==> src/rtl/dflux_pkg.sv <==
package dflux_pkg;

  // Number of dry-threshold registers held by the block.
  localparam int DRY_REGS = 5;

  // Wetness limits in Q1.15: one half, and the floor of 0.001.
  localparam logic [15:0] WET_LIMIT = 16'd16384;
  localparam logic [15:0] WET_FLOOR = 16'd33;

  // Moisture factor: 1.2 in Q.16 and 0.2*log10(2) in Q0.20.
  localparam logic [16:0] F_BASE  = 17'd78643;
  localparam logic [15:0] F_SLOPE = 16'd63131;

  // Lake fraction of one in Q1.15.
  localparam logic [15:0] LAKE_ONE = 16'd32768;

  // Configuration register indexes.
  localparam logic [2:0] CFG_GAIN      = 3'd0;
  localparam logic [2:0] CFG_BIN_COUNT = 3'd1;
  localparam logic [2:0] CFG_DRY0      = 3'd2;
  localparam logic [2:0] CFG_DRY4      = 3'd6;

  typedef logic [15:0] dry_arr_t [DRY_REGS];

  // One prepared cell, handed from the front end to the bin engine.
  typedef struct packed {
    logic [15:0] w;      // wind speed, Q8.8
    logic [31:0] sq;     // squared wind speed, Q16.16
    logic [16:0] f;      // moisture factor, Q.16
    logic        land;
    logic [15:0] lakef;  // one minus lake fraction, Q1.15
    logic [47:0] g;      // gain times source strength
  } item_t;

endpackage

==> src/rtl/dflux_queue.sv <==
module dflux_queue (
  input  logic             clk,
  input  logic             rst_n,
  input  logic             push,
  output logic             q_ready,
  input  dflux_pkg::item_t din,
  output logic             q_valid,
  input  logic             pop,
  output dflux_pkg::item_t dout
);
  import dflux_pkg::*;

  item_t      mem_r [2];
  logic       wp_r, rp_r;
  logic [1:0] cnt_r;
  logic       do_push, do_pop;

  assign q_ready = (cnt_r != 2'd2);
  assign q_valid = (cnt_r != 2'd0);
  assign dout = mem_r[rp_r];
  assign do_push = push && q_ready;
  assign do_pop = pop && q_valid;

  // Two-entry queue between the front end and the bin engine.
  always_ff @(posedge clk) begin
    if (!rst_n) begin
      wp_r <= 1'b0;
      rp_r <= 1'b0;
      cnt_r <= '0;
    end else begin
      if (do_push) wp_r <= ~wp_r;
      if (do_pop) rp_r <= ~rp_r;
      cnt_r <= cnt_r + {1'b0, do_push} - {1'b0, do_pop};
    end
  end

  always_ff @(posedge clk) begin
    if (do_push) mem_r[wp_r] <= din;
  end

endmodule

==> config.mk <==
export PLATFORM = sky130hd
export DESIGN_NAME = dflux_queue
export DESIGN_NICKNAME = d
export VERILOG_FILES = /design/src/rtl/dflux_pkg.sv /design/src/rtl/dflux_queue.sv
export SDC_FILE = /design/constraint.sdc
export NUM_CORES = 1
export LEC_CHECK = 0
export BUFFER_PORTS_ARGS = -buffer_cell sky130_fd_sc_hd__clkbuf_2
export CAP_MARGIN = 30
export CORE_MARGIN = 2
export CORE_UTILIZATION = 50
export CTS_BUF_LIST = sky130_fd_sc_hd__clkbuf_4
export DETAILED_ROUTE_END_ITERATION = 6
export GPL_TIMING_DRIVEN = 0
export PLACE_DENSITY_LB_ADDON = 0.12
export RECOVER_POWER = 50
export SYNTH_ARGS = -nofsm -noshare
export SYNTH_HDL_FRONTEND = slang
export SYNTH_SLANG_ARGS = --single-unit
==> constraint.sdc <==
create_clock -name clk -period 8.5 [get_ports clk]
set_input_delay 0.85 -clock clk [delete_from_list [all_inputs] [get_ports clk]]
set_output_delay 0.85 -clock clk [all_outputs]
set_load 0.05 [all_outputs]
* Word-level counts from Yosys, hierarchy flattened
Memories as Yosys holds them, arrays and structs flattened. A register that Yosys moved wholly into a read port is not among the register bits.
Index checks and enable logic that the tools add are counted.
** Storage, ports and cells
- Register bits after elaboration :: 4
- Bits in latches :: 0
- RAM bits :: 260
- Bits in read-only memories :: 0
- Bits of input ports :: 134
- Output and inout bits :: 132
- Memories kept :: 1
** Operators by class
- Add/subtract/negate cells :: 2
- Multipliers :: 0
- Div/mod/pow operators :: 0
- Magnitude comparators :: 0
- Equal/unequal tests :: 1
- Shift operators :: 0
- Mux-type cells :: 4
- Bitwise logic cells :: 2
- Reduce and logical (&&, ||, !) cells :: 3
** Memories
- mem_r :: words 2, width 130, rd ports 1, clocked after Yosys merged registers in 1, write ports 1, RTL line dflux_queue.sv:13 : item_t mem_r [2];
** Operators by type and width (number)
- $mux W1 :: 4
- $add A2 B1 Y2 :: 1
- $logic_and A1 B1 Y1 :: 2
- $ne A2 B2 Y1 const B :: 1
- $not A1 Y1 :: 2
- $reduce_bool A2 Y1 :: 1
- $sub A2 B1 Y2 :: 1

* Logic depth before layout (Yosys ltp)
- Word-level depth :: 4
- Mapped depth :: 8
- Depth with buffers taken out :: 8

* Least setup slack after synthesis
Ideal clock, no wire load.
- Path type :: register -> register
- From :: register cnt_r[0]
- To :: memory mem_r[0][0] (netlist bit) (enable)
- Arrival :: 6.432 ns
- Setup slack :: 1.446 ns
- Cell stages (with the launch flop) :: 4
- Buffers on the path :: 0
- Period minus slack after synthesis :: 7.054 ns
- Path through :: dfxtp_1 > nand2b_1 > nand2_1 > nor2_1
** Between the ends
- Word-level cells in the longest chain between the ends :: 4
** Ends and longest elaborated chain
- start, declared :: RTL line dflux_queue.sv:15 : logic [1:0] cnt_r;
- start signal, assigned :: RTL line dflux_queue.sv:33 : cnt_r <= cnt_r + {1'b0, do_push} - {1'b0, do_pop};
- $ne A2 B2 Y1 :: RTL line dflux_queue.sv:18 : assign q_ready = (cnt_r != 2'd2);
- net q_ready :: RTL line dflux_queue.sv:5 : output logic q_ready,
- $logic_and A1 B1 Y1 :: RTL line dflux_queue.sv:21 : assign do_push = push && q_ready;
- $mux W1 :: RTL line dflux_queue.sv:38 : if (do_push) mem_r[wp_r] <= din;
- $mux W1 (not written as such) :: RTL line dflux_queue.sv:38
- end, declared :: RTL line dflux_queue.sv:13
The timed path passes the listed nets, and every way through them passes these cells.

* Worst setup path after layout
- From :: register cnt_r[0]
- To :: memory mem_r[0][117] (netlist bit) (enable)
** Between the ends
- Word-level cells in the longest chain between the ends :: 4
** Ends and longest elaborated chain (RTL line)
- $ne A2 B2 Y1 :: dflux_queue.sv:18
- $logic_and A1 B1 Y1 :: dflux_queue.sv:21
- $mux W1 :: dflux_queue.sv:38
- $mux W1 (not written as such) :: dflux_queue.sv:38
Every way passes these cells.

==> impl_metrics.py <==
metrics = {
    "power_and_ir_drop": {
        "p_leak_nw": 4.454,
        "ir_drop_mv": 0.1740,
        "power.density_nw_per_um2": 338.7,
    },
    "setup_path": {
        "reg2reg_depth": 6,
        "rr_startpoint": "cnt_r[0]",
        "r2r-end": "mem_r[0][117]",
        "worst_setup_path_start_kind": "flop",
        "cp.required_ps": 8800,
        "critical_path_class": "flop to flop",
        "critical_path.top_delay_family": "buffers and inverters",
        "crit_chain": "nand2b_1, nand2_1, nor2_1, clkbuf_1, buf_16, buf_12",
        "critPathMaxStageDelay_ps": 1150,
        "path_max_fanout": 28,
        "cp_num_buf_inv": 3,
        "crit_slowest_cell": "clkbuf_1",
        "ff2ff_setup_slack_ps": 5280,
        "end_kind": "flop",
        "cp.arrival_ps": 3520,
    },
    "min_path": {
        "min_to": "mem_r[1][6]",
        "worstHoldStart": "din[6]",
        "hold_depth": 1,
        "min_path_type": "input port to flop",
    },
    "synthesis": {
        "synth_nets": 564,
        "synth.top_cell.area_share_pct": 80.99,
        "syn_inst": 428,
        "ys_seq_elements": 265,
        "syn_area_um2": 9640,
        "synth.mux.area_fraction_pct": 15.29,
        "synth_top_family_by_area": "multiplexers",
        "ys_warn_count": 0,
        "synth_compound_gate_area_share_pct": 0.07787,
        "synth_top_area_cell": "edfxtp_1",
        "synth_xor_area_share_pct": 0.2726,
        "ys_top_cells_by_area": "edfxtp_1, mux2_2, buf_6, dfxtp_1, xnor2_1",
        "yosysSeqAreaShare_pct": 82.02,
        "synthAdderAreaFrac_pct": 0.2596,
        "synth_simple_gate_area_share_pct": 0.6360,
        "synth_area_per_cell_um2": 22.52,
        "ys_types": 18,
    },
    "routing": {
        "wl_per_cell_um": 16.95,
        "drcViolationCount": 0,
        "wirelength_um": 18260,
        "drt_iter0_markers": 258,
        "route.vias.total": 5147,
        "via_per_inst": 4.779,
        "drtPass1Iterations": 4,
        "ant_nets": 0,
    },
    "placed_design": {
        "post-place-ws_ps": 6070,
        "hpwl_um": 12450,
        "gp_congestion": 0.7149,
        "port_buffers": 265,
    },
    "clock_tree": {
        "cts_resized": 0,
        "cts.repair_timing.setup_buffer_count": 0,
        "cts_root_buf": "clkbuf_4",
        "cts.sinks": 265,
        "cts_made_buffers": 68,
        "tritoncts": "done",
        "h-tree-depth": 3,
        "clk_pin_slew_ps": 70,
        "max-clock-path-buffers": 3,
        "hold_buffers": 0,
        "insertion_delay_ps": 610,
    },
    "final_layout": {
        "seqCellArea_um2": 7908,
        "fin_nets": 906,
        "drive_above_1_share_pct": 51.78,
        "synthToLayoutAreaGrowth_pct": 25.68,
        "multi_input_area_um2": 1594,
        "fillCellCount": 1474,
    },
    "die": {
        "die_w_um": 142.9,
        "coreArea_um2": 18830,
        "pin_count": 266,
        "dieArea_um2": 20410,
        "initial_core_util_pct": 51.20,
        "fp-row-count": 50,
        "die_y_um": 142.9,
    },
    "sta": {
        "fin_worst_skew_ps": 22.70,
        "fin_ws_ps": 5284,
        "hold_viol": 0,
        "relSlewSlack_pct": -4.814,
        "rsz0062_at_grt": "no",
        "slew_violations": 26,
        "period_share_pct": 37.83,
        "finalCriticalPeriod_ps": 3216,
        "setup_violations": 0,
        "tightest_slew_ps": 1572,
        "timing.fmax_ghz": 0.3110,
        "tns_ps": 0,
    },
    "global_routing": {
        "busiest_layer": "met2",
        "met3_usage_pct": 7.210,
        "antenna_found_initial": 1,
        "grt_pass1_wl_um": 27390,
        "grt-ovfl-total": 0,
        "grt_max_degree": 57,
        "grt_usage_pct": 17.76,
        "use_met2_pct": 29.48,
        "first_global_vias": 5588,
        "use_met1_pct": 19.62,
    },
    "run_status": {
        "status": "finished with violations",
        "violations": "max-capacitance violations, max-slew violations",
    },
    "run": {
        "drv_cap": 2,
    },
}
## placed cells by master (no fill, tap or decap)
| master | Yosys | routed |
|---|---|---|
| clkbuf_2 | 0 | 170 |
| buf_12 | 0 | 2 |
| nor2b_1 | 2 | 2 |
| buf_16 | 0 | 3 |
| clkinv_1 | 0 | 13 |
| and3_1 | 1 | 1 |
| nand2_1 | 2 | 2 |
| mux2_2 | 130 | 130 |
| xnor2_1 | 3 | 3 |
| ha_1 | 2 | 2 |
| nand2b_1 | 2 | 2 |
| clkbuf_1 | 0 | 97 |
| inv_1 | 1 | 1 |
| buf_6 | 10 | 10 |
| buf_4 | 1 | 1 |
| diode_2 | 0 | 2 |
| dfxtp_1 | 5 | 5 |
| buf_2 | 3 | 3 |
| and2_0 | 0 | 1 |
| and2_1 | 2 | 1 |
| inv_2 | 0 | 1 |
| clkinv_2 | 0 | 1 |
| o21a_1 | 1 | 1 |
| or2_2 | 1 | 1 |
| nor2_1 | 1 | 1 |
| mux2i_1 | 1 | 1 |
| clkbuf_4 | 0 | 100 |
| edfxtp_1 | 260 | 260 |
## cell families (layout without fill, tap and decap cells)
group | count (synthesis) | after routing
DFF | 265 | 265
AOI/OAI and AO/OA | 1 | 1
buffers and inverters | 15 | 402
adders and majority gates | 2 | 2
other | 0 | 2
and+or+nand+nor | 11 | 11
xor gates and xnor gates | 3 | 3
muxes | 131 | 131
## cell usage after synthesis, drive strengths merged
cell type and instances:
edfxtp 260, mux2 130, buf 14, dfxtp 5, xnor2 3, and2 2, ha 2, nand2 2
nand2b 2, nor2b 2, and3 1, inv 1, mux2i 1, nor2 1, o21a 1, or2 1
## state kept, by name, indices dropped and copies added (netlist names), named ones only
signal,count
wp_r,1
mem_r,260
cnt_r,2
rp_r,1
## power breakdown
| group | switching, mW | total, mW | internal [mW] |
|---|---|---|---|
| Sequential | 0.0378 | 1.68 | 1.64 |
| Combinational | 1.03 | 1.44 | 0.403 |
| Clock | 0.454 | 0.990 | 0.536 |
## through the flow
stage	hold slack [ps]	util (%)	cells	total power [mW]	area (um2)
after CTS	348.9	65.19	1075	4.186	12280
after detailed placement	524.1	60.90	960	3.174	11470
after global routing	366.9	64.35	1077	4.300	12120
final	427.2	64.35	1077	4.104	12120
after floorplan	454.9	-	428	2.846	9641
after global placement	468.3	59.97	953	3.167	11290
## cell type report
class / count / area share [%]
antenna: 2 / 0.04131
buffer: 14 / 1.115
clock buffer: 100 / 6.196
clock inverter: 15 / 0.4750
inverter: 1 / 0.03098
multi-input combinational: 148 / 13.16
sequential: 265 / 65.26
tap: 260 / 2.685
timing repair buffer: 272 / 11.04
## routing by layer
layer | up-vias | routed length (um)
li1 | 2440 | -
met1 | 2459 | 6867
met2 | 216 | 9172
met3 | 32 | 1728
met4 | 0 | 490
met5 | - | 0
## worst max-delay path by stage
stage	slack, ps	cells past startpoint	end	from
3_3_place_gp	-1350	3	mem_r[0][114]	push
4_1_cts	5480	4	dout[120]	flop
3_5_place_dp	6070	6	mem_r[0][70]	push
5_1_grt	4880	6	mem_r[0][117]	cnt_r[0]
2_1_floorplan	1450	3	mem_r[0][0]	cnt_r[0]
6_report	5280	6	mem_r[0][117]	cnt_r[0]
## worst reg2reg max path: cells and delay by family, from the launching register on
| kind | cells | cell delay [ps] |
|---|---|---|
| buffers and inverters | 3 | 1640 |
| AND/OR/NAND/NOR | 3 | 890 |
| flip-flops | 1 | 370 |
Power figures use the tool's default switching activity.
